==> src/rtl/ims_pkg.sv <==
package ims_pkg;

  localparam int NUM_CHAN_DEF    = 8;
  localparam int MAX_SEQ_LEN_DEF = 16;
  localparam int ROM_W           = 16;
  localparam int LEN_W           = 5;
  localparam int POS_W           = 4;
  localparam int RES_DEPTH       = 4;

  localparam logic [1:0] OP_NOTE_ON  = 2'd0;
  localparam logic [1:0] OP_NOTE_OFF = 2'd1;
  localparam logic [1:0] OP_STOP     = 2'd2;
  localparam logic [1:0] OP_TICK     = 2'd3;

  localparam logic [1:0] KIND_REG   = 2'd0;
  localparam logic [1:0] KIND_NOTE  = 2'd1;
  localparam logic [1:0] KIND_PITCH = 2'd2;

  localparam logic [1:0] SEQ_VOL   = 2'd0;
  localparam logic [1:0] SEQ_ARP   = 2'd1;
  localparam logic [1:0] SEQ_PITCH = 2'd2;
  localparam logic [1:0] SEQ_DUTY  = 2'd3;

  localparam logic [2:0] PRE_NONE    = 3'd0;
  localparam logic [2:0] PRE_PLAIN   = 3'd1;
  localparam logic [2:0] PRE_VIBRATO = 3'd2;
  localparam logic [2:0] PRE_DECAY   = 3'd3;
  localparam logic [2:0] PRE_MAJOR   = 3'd4;
  localparam logic [2:0] PRE_MINOR   = 3'd5;
  localparam logic [2:0] PRE_SWEEP   = 3'd6;
  localparam logic [2:0] PRE_STAB    = 3'd7;

  localparam logic [14:0] ADDR_PULSE_A = 15'h4000;
  localparam logic [14:0] ADDR_PULSE_B = 15'h4004;
  localparam logic [14:0] ADDR_NOISE   = 15'h400C;
  localparam logic [3:0]  VOL_MAX      = 4'd15;
  localparam logic [6:0]  NOTE_MAX     = 7'd127;

  typedef struct packed {
    logic [1:0] op;
    logic [2:0] channel;
    logic [6:0] midi_note;
    logic [8:0] velocity;
    logic [1:0] pulse_a_duty;
    logic [1:0] pulse_b_duty;
  } in_item_t;

  typedef struct packed {
    logic [1:0]        kind;
    logic [2:0]        chan;
    logic [14:0]       reg_address;
    logic [7:0]        reg_data;
    logic [6:0]        note_out;
    logic signed [7:0] pitch_offset;
    logic              last;
  } out_item_t;

  typedef struct packed {
    logic [1:0] op;
    logic       ch_ok;
    logic [2:0] channel;
    logic [6:0] midi_note;
    logic [8:0] velocity;
    logic [1:0] duty_a;
    logic [1:0] duty_b;
  } cmd_t;

  function automatic logic [LEN_W-1:0] rom_len(input logic [2:0] pre, input logic [1:0] seq);
    logic [LEN_W-1:0] n;
    n = '0;
    unique case (pre)
      PRE_VIBRATO: if (seq == SEQ_PITCH) n = LEN_W'(10);
      PRE_DECAY:   if (seq == SEQ_VOL) n = LEN_W'(16);
      PRE_MAJOR:   if (seq == SEQ_ARP) n = LEN_W'(6);
      PRE_MINOR:   if (seq == SEQ_ARP) n = LEN_W'(6);
      PRE_SWEEP:   if (seq == SEQ_DUTY) n = LEN_W'(12);
      PRE_STAB: begin
        if (seq == SEQ_VOL) n = LEN_W'(9);
        else if (seq == SEQ_PITCH) n = LEN_W'(5);
      end
      default: n = '0;
    endcase
    return n;
  endfunction

  function automatic logic rom_looped(input logic [2:0] pre, input logic [1:0] seq);
    return (pre == PRE_VIBRATO && seq == SEQ_PITCH) ||
           (pre == PRE_MAJOR && seq == SEQ_ARP) ||
           (pre == PRE_MINOR && seq == SEQ_ARP) ||
           (pre == PRE_SWEEP && seq == SEQ_DUTY);
  endfunction

  function automatic logic signed [7:0] rom_val(input logic [2:0] pre, input logic [1:0] seq,
                                                input logic [POS_W-1:0] idx);
    logic signed [7:0] v;
    v = '0;
    unique case (pre)
      PRE_VIBRATO: begin
        if (seq == SEQ_PITCH) begin
          unique case (idx)
            4'd1, 4'd4: v = 8'sd1;
            4'd2, 4'd3: v = 8'sd2;
            4'd6, 4'd9: v = -8'sd1;
            4'd7, 4'd8: v = -8'sd2;
            default:    v = 8'sd0;
          endcase
        end
      end
      PRE_DECAY: if (seq == SEQ_VOL) v = 8'(4'd15 - idx);
      PRE_MAJOR: begin
        if (seq == SEQ_ARP) begin
          unique case (idx)
            4'd2, 4'd3: v = 8'sd4;
            4'd4, 4'd5: v = 8'sd7;
            default:    v = 8'sd0;
          endcase
        end
      end
      PRE_MINOR: begin
        if (seq == SEQ_ARP) begin
          unique case (idx)
            4'd2, 4'd3: v = 8'sd3;
            4'd4, 4'd5: v = 8'sd7;
            default:    v = 8'sd0;
          endcase
        end
      end
      PRE_SWEEP: begin
        if (seq == SEQ_DUTY) begin
          unique case (idx)
            4'd3, 4'd4, 4'd5, 4'd9, 4'd10, 4'd11: v = 8'sd1;
            4'd6, 4'd7, 4'd8:                     v = 8'sd2;
            default:                              v = 8'sd0;
          endcase
        end
      end
      PRE_STAB: begin
        if (seq == SEQ_VOL) begin
          unique case (idx)
            4'd0, 4'd1: v = 8'sd15;
            4'd2:       v = 8'sd12;
            4'd3:       v = 8'sd9;
            4'd4:       v = 8'sd6;
            4'd5:       v = 8'sd4;
            4'd6:       v = 8'sd2;
            4'd7:       v = 8'sd1;
            default:    v = 8'sd0;
          endcase
        end else if (seq == SEQ_PITCH) begin
          v = -$signed(8'(idx));
        end
      end
      default: v = '0;
    endcase
    return v;
  endfunction

endpackage

==> src/rtl/ims_front.sv <==
module ims_front import ims_pkg::*; #(
  parameter int NUM_CHAN = NUM_CHAN_DEF
) (
  input  logic     clk,
  input  logic     rst,
  input  logic     push,
  output logic     full,
  input  in_item_t item,
  output logic     cmd_valid,
  output cmd_t     cmd,
  input  logic     cmd_pop
);

  cmd_t       q [2];
  logic       wp;
  logic       rp;
  logic [1:0] cnt;
  cmd_t       cls;
  logic       wr_en;
  logic       rd_en;

  // Decode the item once on the way in so the back end only sees a checked channel.
  always_comb begin
    cls.op        = item.op;
    cls.ch_ok     = ({1'b0, item.channel} < 4'(NUM_CHAN));
    cls.channel   = item.channel;
    cls.midi_note = item.midi_note;
    cls.velocity  = item.velocity;
    cls.duty_a    = item.pulse_a_duty;
    cls.duty_b    = item.pulse_b_duty;
  end

  assign full      = (cnt == 2'd2);
  assign cmd_valid = (cnt != 2'd0);
  assign cmd       = q[rp];
  assign wr_en     = push && !full;
  assign rd_en     = cmd_pop && cmd_valid;

  always_ff @(posedge clk) begin
    if (rst) begin
      wp  <= 1'b0;
      rp  <= 1'b0;
      cnt <= 2'd0;
    end else begin
      if (wr_en) begin
        q[wp] <= cls;
        wp    <= ~wp;
      end
      if (rd_en) begin
        rp <= ~rp;
      end
      cnt <= cnt + 2'(wr_en) - 2'(rd_en);
    end
  end

endmodule

==> src/rtl/ims_result_fifo.sv <==
module ims_result_fifo import ims_pkg::*; (
  input  logic      clk,
  input  logic      rst,
  input  logic      wr,
  input  out_item_t wdata,
  output logic      space,
  output logic      empty,
  input  logic      pop,
  output out_item_t result
);

  localparam int PtrW = $clog2(RES_DEPTH);

  out_item_t     mem [RES_DEPTH];
  logic [PtrW-1:0] wp;
  logic [PtrW-1:0] rp;
  logic [PtrW:0]   cnt;
  logic            wr_en;
  logic            rd_en;

  assign space  = (cnt != (PtrW+1)'(RES_DEPTH));
  assign empty  = (cnt == '0);
  assign result = mem[rp];
  assign wr_en  = wr && space;
  assign rd_en  = pop && !empty;

  always_ff @(posedge clk) begin
    if (rst) begin
      wp  <= '0;
      rp  <= '0;
      cnt <= '0;
    end else begin
      if (wr_en) begin
        mem[wp] <= wdata;
        wp      <= wp + 1'b1;
      end
      if (rd_en) begin
        rp <= rp + 1'b1;
      end
      cnt <= cnt + (PtrW+1)'(wr_en) - (PtrW+1)'(rd_en);
    end
  end

endmodule

==> src/rtl/ims_back.sv <==
module ims_back import ims_pkg::*; #(
  parameter int NUM_CHAN    = NUM_CHAN_DEF,
  parameter int MAX_SEQ_LEN = MAX_SEQ_LEN_DEF
) (
  input  logic      clk,
  input  logic      rst,
  input  logic      cmd_valid,
  input  cmd_t      cmd,
  output logic      cmd_pop,
  input  logic      cfg_valid,
  input  logic [2:0] cfg_index,
  input  logic [2:0] cfg_data,
  output logic      res_push,
  output out_item_t res_data,
  input  logic      res_space
);

  localparam int CIdxW = (NUM_CHAN > 1) ? $clog2(NUM_CHAN) : 1;
  localparam logic [CIdxW-1:0] LastChan = CIdxW'(NUM_CHAN - 1);
  localparam logic [LEN_W-1:0] CapLen =
    LEN_W'((MAX_SEQ_LEN < ROM_W) ? MAX_SEQ_LEN : ROM_W);

  localparam logic [1:0] ST_IDLE  = 2'd0;
  localparam logic [1:0] ST_WALK  = 2'd1;
  localparam logic [1:0] ST_FLUSH = 2'd2;

  logic [1:0]       state;
  logic [CIdxW-1:0] cur_ch;
  logic [1:0]       seq;
  logic [1:0]       tick_duty_a;
  logic [1:0]       tick_duty_b;
  logic             pend_valid;
  out_item_t        pend;

  logic [2:0]       preset   [NUM_CHAN];
  logic [POS_W-1:0] pos      [NUM_CHAN][4];
  logic [6:0]       base_note[NUM_CHAN];
  logic [8:0]       note_vel [NUM_CHAN];
  logic             active   [NUM_CHAN];
  logic             released [NUM_CHAN];

  logic [2:0]        cur_pre;
  logic              ch_live;
  logic [LEN_W-1:0]  raw_len;
  logic [LEN_W-1:0]  n;
  logic [POS_W-1:0]  pos_cur;
  logic [POS_W-1:0]  idx;
  logic [POS_W-1:0]  idx_last;
  logic [LEN_W-1:0]  inc;
  logic [POS_W-1:0]  nxt;
  logic signed [7:0] val;
  logic [12:0]       prod;
  logic [13:0]       vsum;
  logic [3:0]        vol;
  logic signed [8:0] note_sum;
  logic [6:0]        note_clamped;
  logic [1:0]        du;
  logic [2:0]        ch3;
  logic              emits;
  out_item_t         res_new;
  logic              do_step;
  logic              stall;
  logic              advance;
  logic              flush_go;
  logic [CIdxW-1:0]  ci;
  logic              cfg_hit;
  logic [CIdxW-1:0]  cfg_ci;

  assign cur_pre  = preset[cur_ch];
  assign ch_live  = active[cur_ch] && (cur_pre != PRE_NONE);
  assign raw_len  = rom_len(cur_pre, seq);
  assign n        = (raw_len > CapLen) ? CapLen : raw_len;
  assign pos_cur  = pos[cur_ch][seq];
  assign idx_last = POS_W'(n - LEN_W'(1));
  assign idx      = ({1'b0, pos_cur} >= n) ? idx_last : pos_cur;
  assign inc      = {1'b0, idx} + LEN_W'(1);
  assign nxt      = (inc >= n) ? (rom_looped(cur_pre, seq) ? '0 : idx_last) : inc[POS_W-1:0];
  assign val      = rom_val(cur_pre, seq, idx);
  assign ch3      = 3'(cur_ch);

  // Volume is value times Q1.8 velocity, rounded half up, then capped.
  assign prod = 13'(val[3:0]) * 13'(note_vel[cur_ch]);
  assign vsum = {1'b0, prod} + 14'd128;
  always_comb begin
    if (val[7] || val == 8'sd0) begin
      vol = 4'd0;
    end else if (vsum[13:8] > 6'(VOL_MAX)) begin
      vol = VOL_MAX;
    end else begin
      vol = vsum[11:8];
    end
  end

  assign note_sum = $signed({2'b00, base_note[cur_ch]}) + $signed({val[7], val});
  always_comb begin
    if (note_sum < 9'sd0) begin
      note_clamped = 7'd0;
    end else if (note_sum > $signed({2'b00, NOTE_MAX})) begin
      note_clamped = NOTE_MAX;
    end else begin
      note_clamped = note_sum[6:0];
    end
  end

  assign du = val[7] ? 2'b00 : val[1:0];

  always_comb begin
    res_new      = '0;
    res_new.chan = ch3;
    emits        = 1'b0;
    unique case (seq)
      SEQ_VOL: begin
        res_new.kind = KIND_REG;
        if (ch3 == 3'd0) begin
          emits                = 1'b1;
          res_new.reg_address = ADDR_PULSE_A;
          res_new.reg_data    = {tick_duty_a, 2'b11, vol};
        end else if (ch3 == 3'd1) begin
          emits                = 1'b1;
          res_new.reg_address = ADDR_PULSE_B;
          res_new.reg_data    = {tick_duty_b, 2'b11, vol};
        end else if (ch3 == 3'd3) begin
          emits                = 1'b1;
          res_new.reg_address = ADDR_NOISE;
          res_new.reg_data    = {2'b00, 2'b11, vol};
        end
      end
      SEQ_ARP: begin
        emits            = 1'b1;
        res_new.kind     = KIND_NOTE;
        res_new.note_out = note_clamped;
      end
      SEQ_PITCH: begin
        emits                = 1'b1;
        res_new.kind         = KIND_PITCH;
        res_new.pitch_offset = val;
      end
      SEQ_DUTY: begin
        res_new.kind     = KIND_REG;
        res_new.reg_data = {du, 2'b11, VOL_MAX};
        if (ch3 == 3'd0) begin
          emits                = 1'b1;
          res_new.reg_address = ADDR_PULSE_A;
        end else if (ch3 == 3'd1) begin
          emits                = 1'b1;
          res_new.reg_address = ADDR_PULSE_B;
        end
      end
      default: emits = 1'b0;
    endcase
  end

  // One result is held back so that the final one of a tick can carry the last mark.
  assign do_step  = (state == ST_WALK) && ch_live && (n != '0);
  assign stall    = do_step && emits && pend_valid && !res_space;
  assign advance  = (state == ST_WALK) && !stall;
  assign flush_go = (state == ST_FLUSH) && (!pend_valid || res_space);
  assign res_push = (do_step && emits && pend_valid && res_space) ||
                    ((state == ST_FLUSH) && pend_valid && res_space);
  always_comb begin
    res_data      = pend;
    res_data.last = (state == ST_FLUSH);
  end

  assign cmd_pop = (state == ST_IDLE) && cmd_valid;
  assign ci      = cmd.channel[CIdxW-1:0];
  assign cfg_hit = cfg_valid && ({1'b0, cfg_index} < 4'(NUM_CHAN));
  assign cfg_ci  = cfg_index[CIdxW-1:0];

  always_ff @(posedge clk) begin
    if (rst) begin
      state       <= ST_IDLE;
      cur_ch      <= '0;
      seq         <= SEQ_VOL;
      pend_valid  <= 1'b0;
      tick_duty_a <= '0;
      tick_duty_b <= '0;
      for (int c = 0; c < NUM_CHAN; c++) begin
        preset[c]    <= PRE_NONE;
        base_note[c] <= '0;
        note_vel[c]  <= '0;
        active[c]    <= 1'b0;
        released[c]  <= 1'b0;
        for (int s = 0; s < 4; s++) begin
          pos[c][s] <= '0;
        end
      end
    end else begin
      unique case (state)
        ST_IDLE: begin
          if (cmd_valid) begin
            if (cmd.op == OP_TICK) begin
              state       <= ST_WALK;
              cur_ch      <= '0;
              seq         <= SEQ_VOL;
              tick_duty_a <= cmd.duty_a;
              tick_duty_b <= cmd.duty_b;
            end else if (cmd.ch_ok) begin
              unique case (cmd.op)
                OP_NOTE_ON: begin
                  base_note[ci] <= cmd.midi_note;
                  note_vel[ci]  <= cmd.velocity;
                  active[ci]    <= 1'b1;
                  released[ci]  <= 1'b0;
                  for (int s = 0; s < 4; s++) begin
                    pos[ci][s] <= '0;
                  end
                end
                OP_NOTE_OFF: begin
                  released[ci] <= 1'b1;
                  active[ci]   <= 1'b0;
                end
                default: begin
                  active[ci]   <= 1'b0;
                  released[ci] <= 1'b0;
                end
              endcase
            end
          end
        end
        ST_WALK: begin
          if (do_step && !stall) begin
            pos[cur_ch][seq] <= nxt;
            if (emits) begin
              pend       <= res_new;
              pend_valid <= 1'b1;
            end
          end
          if (advance) begin
            if (!ch_live || seq == SEQ_DUTY) begin
              seq <= SEQ_VOL;
              if (cur_ch == LastChan) begin
                state <= ST_FLUSH;
              end else begin
                cur_ch <= cur_ch + 1'b1;
              end
            end else begin
              seq <= seq + 2'd1;
            end
          end
        end
        ST_FLUSH: begin
          if (flush_go) begin
            pend_valid <= 1'b0;
            state      <= ST_IDLE;
          end
        end
        default: state <= ST_IDLE;
      endcase
      // The user must send preset writes only while the block is idle; the block itself does not enforce this.
      if (cfg_hit) begin
        preset[cfg_ci]   <= cfg_data;
        active[cfg_ci]   <= 1'b0;
        released[cfg_ci] <= 1'b0;
        for (int s = 0; s < 4; s++) begin
          pos[cfg_ci][s] <= '0;
        end
      end
    end
  end

  a_push_has_space: assert property (@(posedge clk) disable iff (rst)
    res_push |-> res_space)
    else $error("result pushed into a full queue");

  a_idle_no_pending: assert property (@(posedge clk) disable iff (rst)
    (state == ST_IDLE) |-> !pend_valid)
    else $error("held result left over after a tick");

  a_walk_in_range: assert property (@(posedge clk) disable iff (rst)
    (state == ST_WALK) |-> (cur_ch <= LastChan))
    else $error("channel walk ran past the last channel");

  a_event_one_cycle: assert property (@(posedge clk) disable iff (rst)
    (state == ST_IDLE && cmd_valid && cmd.op != OP_TICK) |=> (state == ST_IDLE))
    else $error("note event did not finish in one cycle");

endmodule

==> src/rtl/instrument_macro_sequencer_core.sv <==
// Instrument macro sequencer: per-channel volume, arpeggio, pitch and duty macros.
// Input channel: a queue-style port. An item (note on, note off, stop, frame tick)
// transfers when push is high and full is low; a two-entry queue decouples it from
// the sequencing engine.
// Result channel: the oldest result sits on result while empty is low and transfers
// when pop is high. Results of one tick come out in channel order, the final one
// with last set. A four-entry result queue sits in front of the port.
// Configuration: one preset register per channel, written when cfg_valid and
// cfg_ready are high; cfg_ready is always high. Writes are meant for idle periods.
// Timing: note on, note off and stop are handled in the engine's idle state.
// A tick walks the channels one sequence slot per cycle while the result queue
// has space; an idle channel is skipped, a live one steps its volume, arpeggio,
// pitch and duty slots in turn, and a flush state then sends the held last result.
// When the receiver stops popping, the result queue fills and the walk pauses on
// the next result until space frees up; no result is dropped.
// Reset clears all presets, positions, notes, velocities and flags at once.
module instrument_macro_sequencer_core import ims_pkg::*; #(
  parameter int NUM_CHAN    = NUM_CHAN_DEF,
  parameter int MAX_SEQ_LEN = MAX_SEQ_LEN_DEF
) (
  input  logic       clk,
  input  logic       rst,
  input  logic       push,
  output logic       full,
  input  in_item_t   item,
  output logic       empty,
  input  logic       pop,
  output out_item_t  result,
  input  logic       cfg_valid,
  output logic       cfg_ready,
  input  logic [2:0] cfg_index,
  input  logic [2:0] cfg_data
);

  logic      cmd_valid;
  cmd_t      cmd;
  logic      cmd_pop;
  logic      res_push;
  out_item_t res_data;
  logic      res_space;

  assign cfg_ready = 1'b1;

  ims_front #(
    .NUM_CHAN(NUM_CHAN)
  ) u_front (
    .clk      (clk),
    .rst      (rst),
    .push     (push),
    .full     (full),
    .item     (item),
    .cmd_valid(cmd_valid),
    .cmd      (cmd),
    .cmd_pop  (cmd_pop)
  );

  ims_back #(
    .NUM_CHAN   (NUM_CHAN),
    .MAX_SEQ_LEN(MAX_SEQ_LEN)
  ) u_back (
    .clk      (clk),
    .rst      (rst),
    .cmd_valid(cmd_valid),
    .cmd      (cmd),
    .cmd_pop  (cmd_pop),
    .cfg_valid(cfg_valid && cfg_ready),
    .cfg_index(cfg_index),
    .cfg_data (cfg_data),
    .res_push (res_push),
    .res_data (res_data),
    .res_space(res_space)
  );

  ims_result_fifo u_res_fifo (
    .clk   (clk),
    .rst   (rst),
    .wr    (res_push),
    .wdata (res_data),
    .space (res_space),
    .empty (empty),
    .pop   (pop),
    .result(result)
  );

endmodule

==> config.mk <==
export PLATFORM = sky130hd
export DESIGN_NAME = instrument_macro_sequencer_core
export DESIGN_NICKNAME = d
export VERILOG_FILES = /design/src/rtl/ims_pkg.sv /design/src/rtl/ims_front.sv /design/src/rtl/ims_result_fifo.sv /design/src/rtl/ims_back.sv /design/src/rtl/instrument_macro_sequencer_core.sv
export SDC_FILE = /design/constraint.sdc
export NUM_CORES = 1
export LEC_CHECK = 0
export BUFFER_PORTS_ARGS = -buffer_cell sky130_fd_sc_hd__buf_2
export CAP_MARGIN = 20
export CORE_MARGIN = 2
export CORE_UTILIZATION = 60
export DETAILED_ROUTE_END_ITERATION = 10
export PLACE_DENSITY = 0.82
export SLEW_MARGIN = 20
export SYNTH_ARGS = -nofsm -noshare
export SYNTH_HDL_FRONTEND = slang
export SYNTH_HIERARCHICAL = 1
export SYNTH_SLANG_ARGS = --single-unit
==> constraint.sdc <==
create_clock -name clk -period 12.2 [get_ports clk]
set_input_delay 0.61 -clock clk [delete_from_list [all_inputs] [get_ports clk]]
set_output_delay 0.61 -clock clk [all_outputs]
set_load 0.05 [all_outputs]
==> insert_results.sql <==
INSERT INTO impl_metrics (metric_group, metric, value, unit) VALUES
('worst_setup_path', 'critPathSlowestCell', 'sky130_fd_sc_hd__dfxtp_2', ''),
('synth', 'synth_top_family_by_area', 'simple AND/OR/NAND/NOR gates', ''),
('worst_setup_path', 'worstRegToRegCells', '31', ''),
('worst_setup_path', 'timing.critical_path.fanout_max', '32', ''),
('synth', 'yosys_most_used_dff', 'sky130_fd_sc_hd__edfxtp_1', ''),
('synth', 'compound_gate_portion_of_the_synthesized_area', '7.845', '%'),
('die', 'die_w', '217.3', 'µm'),
('sta', 'worst_slack', '2.114', 'ns'),
('global_routing', 'antenna_found_initial', '0', ''),
('sta', 'slew_headroom', '28.87', '%'),
('worst_setup_path', 'cp_data_arrival_time', '10.54', 'ns'),
('layout', 'nFillCells', '3153', ''),
('sta', 'clock-skew-final', '0.04213', 'ns'),
('global_routing', 'grt_pass1_wl', '102500', 'µm'),
('sta', 'hold_viol', '0', ''),
('global_routing', 'grt_pass1_vias', '18170', ''),
('layout', 'utilization', '66.66', '%'),
('layout', 'final_layout_size_suffix_gt1_share', '19.73', '%'),
('worst_setup_path', 'worstSetupEndpointType', 'flip-flop', ''),
('die', 'placement_rows', '78', ''),
('synth', 'synth_largest_type_area_fraction', '44.79', '%'),
('worst_setup_path', 'crit_path_start_kind', 'flip-flop', ''),
('layout', 'area_delta_synth_final', '10.15', '%'),
('synth', 'yosysMostFrequentCell', 'sky130_fd_sc_hd__edfxtp_1', ''),
('synth', 'yosys_warnings', '6', ''),
('synth', 'synth.ff_latch_count', '572', ''),
('route', 'via_per_inst', '6.512', ''),
('run', 'drv.max_cap_violation_count', '0', ''),
('clock_tree', 'cts_root_buffer', 'sky130_fd_sc_hd__clkbuf_16', ''),
('synth', 'synthesized_area_fraction_occupied_by_and_or_nand_nor_cells', '13.86', '%'),
('clock_tree', 'ctsLongestPathBuffers', '3', ''),
('clock_tree', 'h-tree-depth', '2', ''),
('die', 'effective_utilization_at_floorplan', '60.52', '%'),
('synth', 'post_syn_area', '0.02729', 'mm²'),
('sta', 'finalCritPeriodShare', '82.67', '%'),
('route', 'dr.pass1.iters', '9', ''),
('synth', 'syn-mean-instance-area', '12.85', 'µm²'),
('worst_setup_path', 'timing.critical_path.required', '12.65', 'ns'),
('clock_tree', 'post_cts_hold_buffer_count', '0', ''),
('clock_tree', 'cts.repair_timing.setup_buffer_count', '0', ''),
('global_routing', 'grt-ovfl-total', '0', ''),
('synth', 'part_of_the_yosys_area_used_for_sequential_elements', '56.89', '%'),
('sta', 'worst_pin_slew', '1.067', 'ns'),
('global_routing', 'grt_start_max_net_pins', '141', ''),
('placed_design', 'numPortBuffers', '81', ''),
('die', 'die_y', '217.3', 'µm'),
('clock_tree', 'cts.repair.resized', '0', ''),
('sta', 'timing.final.crit_period', '10.09', 'ns'),
('global_routing', 'globalRouteTotalUtil', '28.23', '%'),
('placed_design', 'place_congestion', '0.9275', ''),
('route', 'remaining_antenna_violation_count_after_routing', '0', ''),
('clock_tree', 'clk_transition_reported_paths', '0.06', 'ns'),
('route', 'post-route-drc-count', '0', ''),
('sta', 'finalSetupViolCount', '0', ''),
('synth', 'synth-xor-area-share', '0.6419', '%'),
('layout', 'antenna_cells_inserted', '0', ''),
('synth', 'synth-async-reset-ratio', '0', '%'),
('sta', 'setup_total_negative_slack', '0', 'ns'),
('route', 'final_routed_wire_length_divided_by_cell_count', '23.70', 'µm'),
('clock_tree', 'cts_sinks', '572', ''),
('worst_setup_path', 'crit_type', 'flip-flop to flip-flop', ''),
('placed_design', 'post-dp-hpwl', '42850', 'µm'),
('synth', 'ys_types', '97', ''),
('outcome', 'outcome', 'complete, no violations', ''),
('synth', 'synth_instances', '2124', ''),
('worst_setup_path', 'timing.critical_path.slowest_cell_delay', '1.03', 'ns'),
('route', 'dr_total_vias', '18270', ''),
('worst_hold_path', 'whs_path_depth', '1', ''),
('worst_hold_path', 'worst_hold_path_class', 'input pin to flip-flop', ''),
('sta', 'setup_repair_after_global_routing_missed_its_margin', 'no', ''),
('synth', 'synth_area_leader_cell', 'sky130_fd_sc_hd__edfxtp_1', '');
[critical path: cells and delay by family (launching register included)]
kind,cells,cell delay (ns)
simple gates,9,2.63
compound gates,9,2.26
fa+ha+maj,6,1.94
mux,3,1.22
flops,1,1.03
buf+inv,4,0.78
[state kept, by name, summed over array words and instances (netlist names), 2 cells and up, named ones only]
| name | flops |
|---|---|
| u_res_fifo/mem | 176 |
| u_back/pos | 128 |
| u_back/note_vel | 72 |
| u_back/base_note | 56 |
| u_front/q | 50 |
| u_back/res_data | 29 |
| u_back/preset | 24 |
| u_back/active | 8 |
| u_back/ch3 | 3 |
| u_res_fifo/cnt | 3 |
| u_back/seq | 2 |
| u_back/state | 2 |
| u_back/tick_duty_a | 2 |
| u_back/tick_duty_b | 2 |
| u_front/cnt | 2 |
| u_res_fifo/rp | 2 |
| u_res_fifo/wp | 2 |
[per-layer routing]
metal	routed length, µm	GRT usage [%]	part of all wire (%)
met5	0	0	0
met4	2215	10.18	3.3
met3	5831	5.521	8.8
met2	32730	47.35	49
met1	25710	36.82	39
[through the flow]
step	total power, mW	std cells	area (µm²)
floorplan	3.215	2135	27330
global placement	3.530	2701	28120
detailed placement	3.549	2701	28120
CTS	5.347	2804	30050
global route	5.542	2805	30060
finish	5.355	2805	30060
[where the power goes]
group	leakage (nW)	internal, mW	switching, mW
registers	5.19	2.14	0.0702
clock network	0.935	1.05	0.761
logic	4.84	0.437	0.898
[kinds of logic after synthesis]
group,count (synthesis)
and+or+nand+nor,708
DFF,572
AOI/OAI and AO/OA,331
buffers and inverters,207
muxes,204
adders and majority gates,82
xor gates and xnor gates,17
other,3
[area by class of cell]
cell class | count | area, µm² | area share, %
Clock buffer | 66 | 1449 | 4.820
Inverter | 56 | 216.5 | 0.7201
Clock inverter | 37 | 479.2 | 1.594
Multi-Input combinational cell | 1356 | 10940 | 36.41
Sequential cell | 572 | 15540 | 51.69
Tap cell | 600 | 750.7 | 2.498
Timing Repair Buffer | 118 | 683.2 | 2.273
[final timing paths]
kind / to / slack [ns] / start
setup / recovery: u_back/res_data[17] / 2.11 / flip-flop
hold / removal: u_front/q[0][23] / 0.16 / item[23]
setup reg to reg: u_back/res_data[17] / 2.11 / flip-flop
hold reg to reg: u_back/pos[2][11] / 0.47 / u_back/pos[2][11]
[cells in the final DEF (no fill, tap or decap), drive strengths merged, types with 47 or more instances in the layout]
| cell type | instances |
|---|---|
| edfxtp | 407 |
| dfxtp | 165 |
| a21oi | 153 |
| and3 | 139 |
| nor2 | 133 |
| nand3 | 131 |
| buf | 117 |
| mux4 | 112 |
| nand2 | 87 |
| clkbuf | 67 |
| ha | 66 |
| inv | 60 |
| mux2i | 55 |
| nor3 | 47 |
Note: power is estimated with default switching activity, not from simulation.
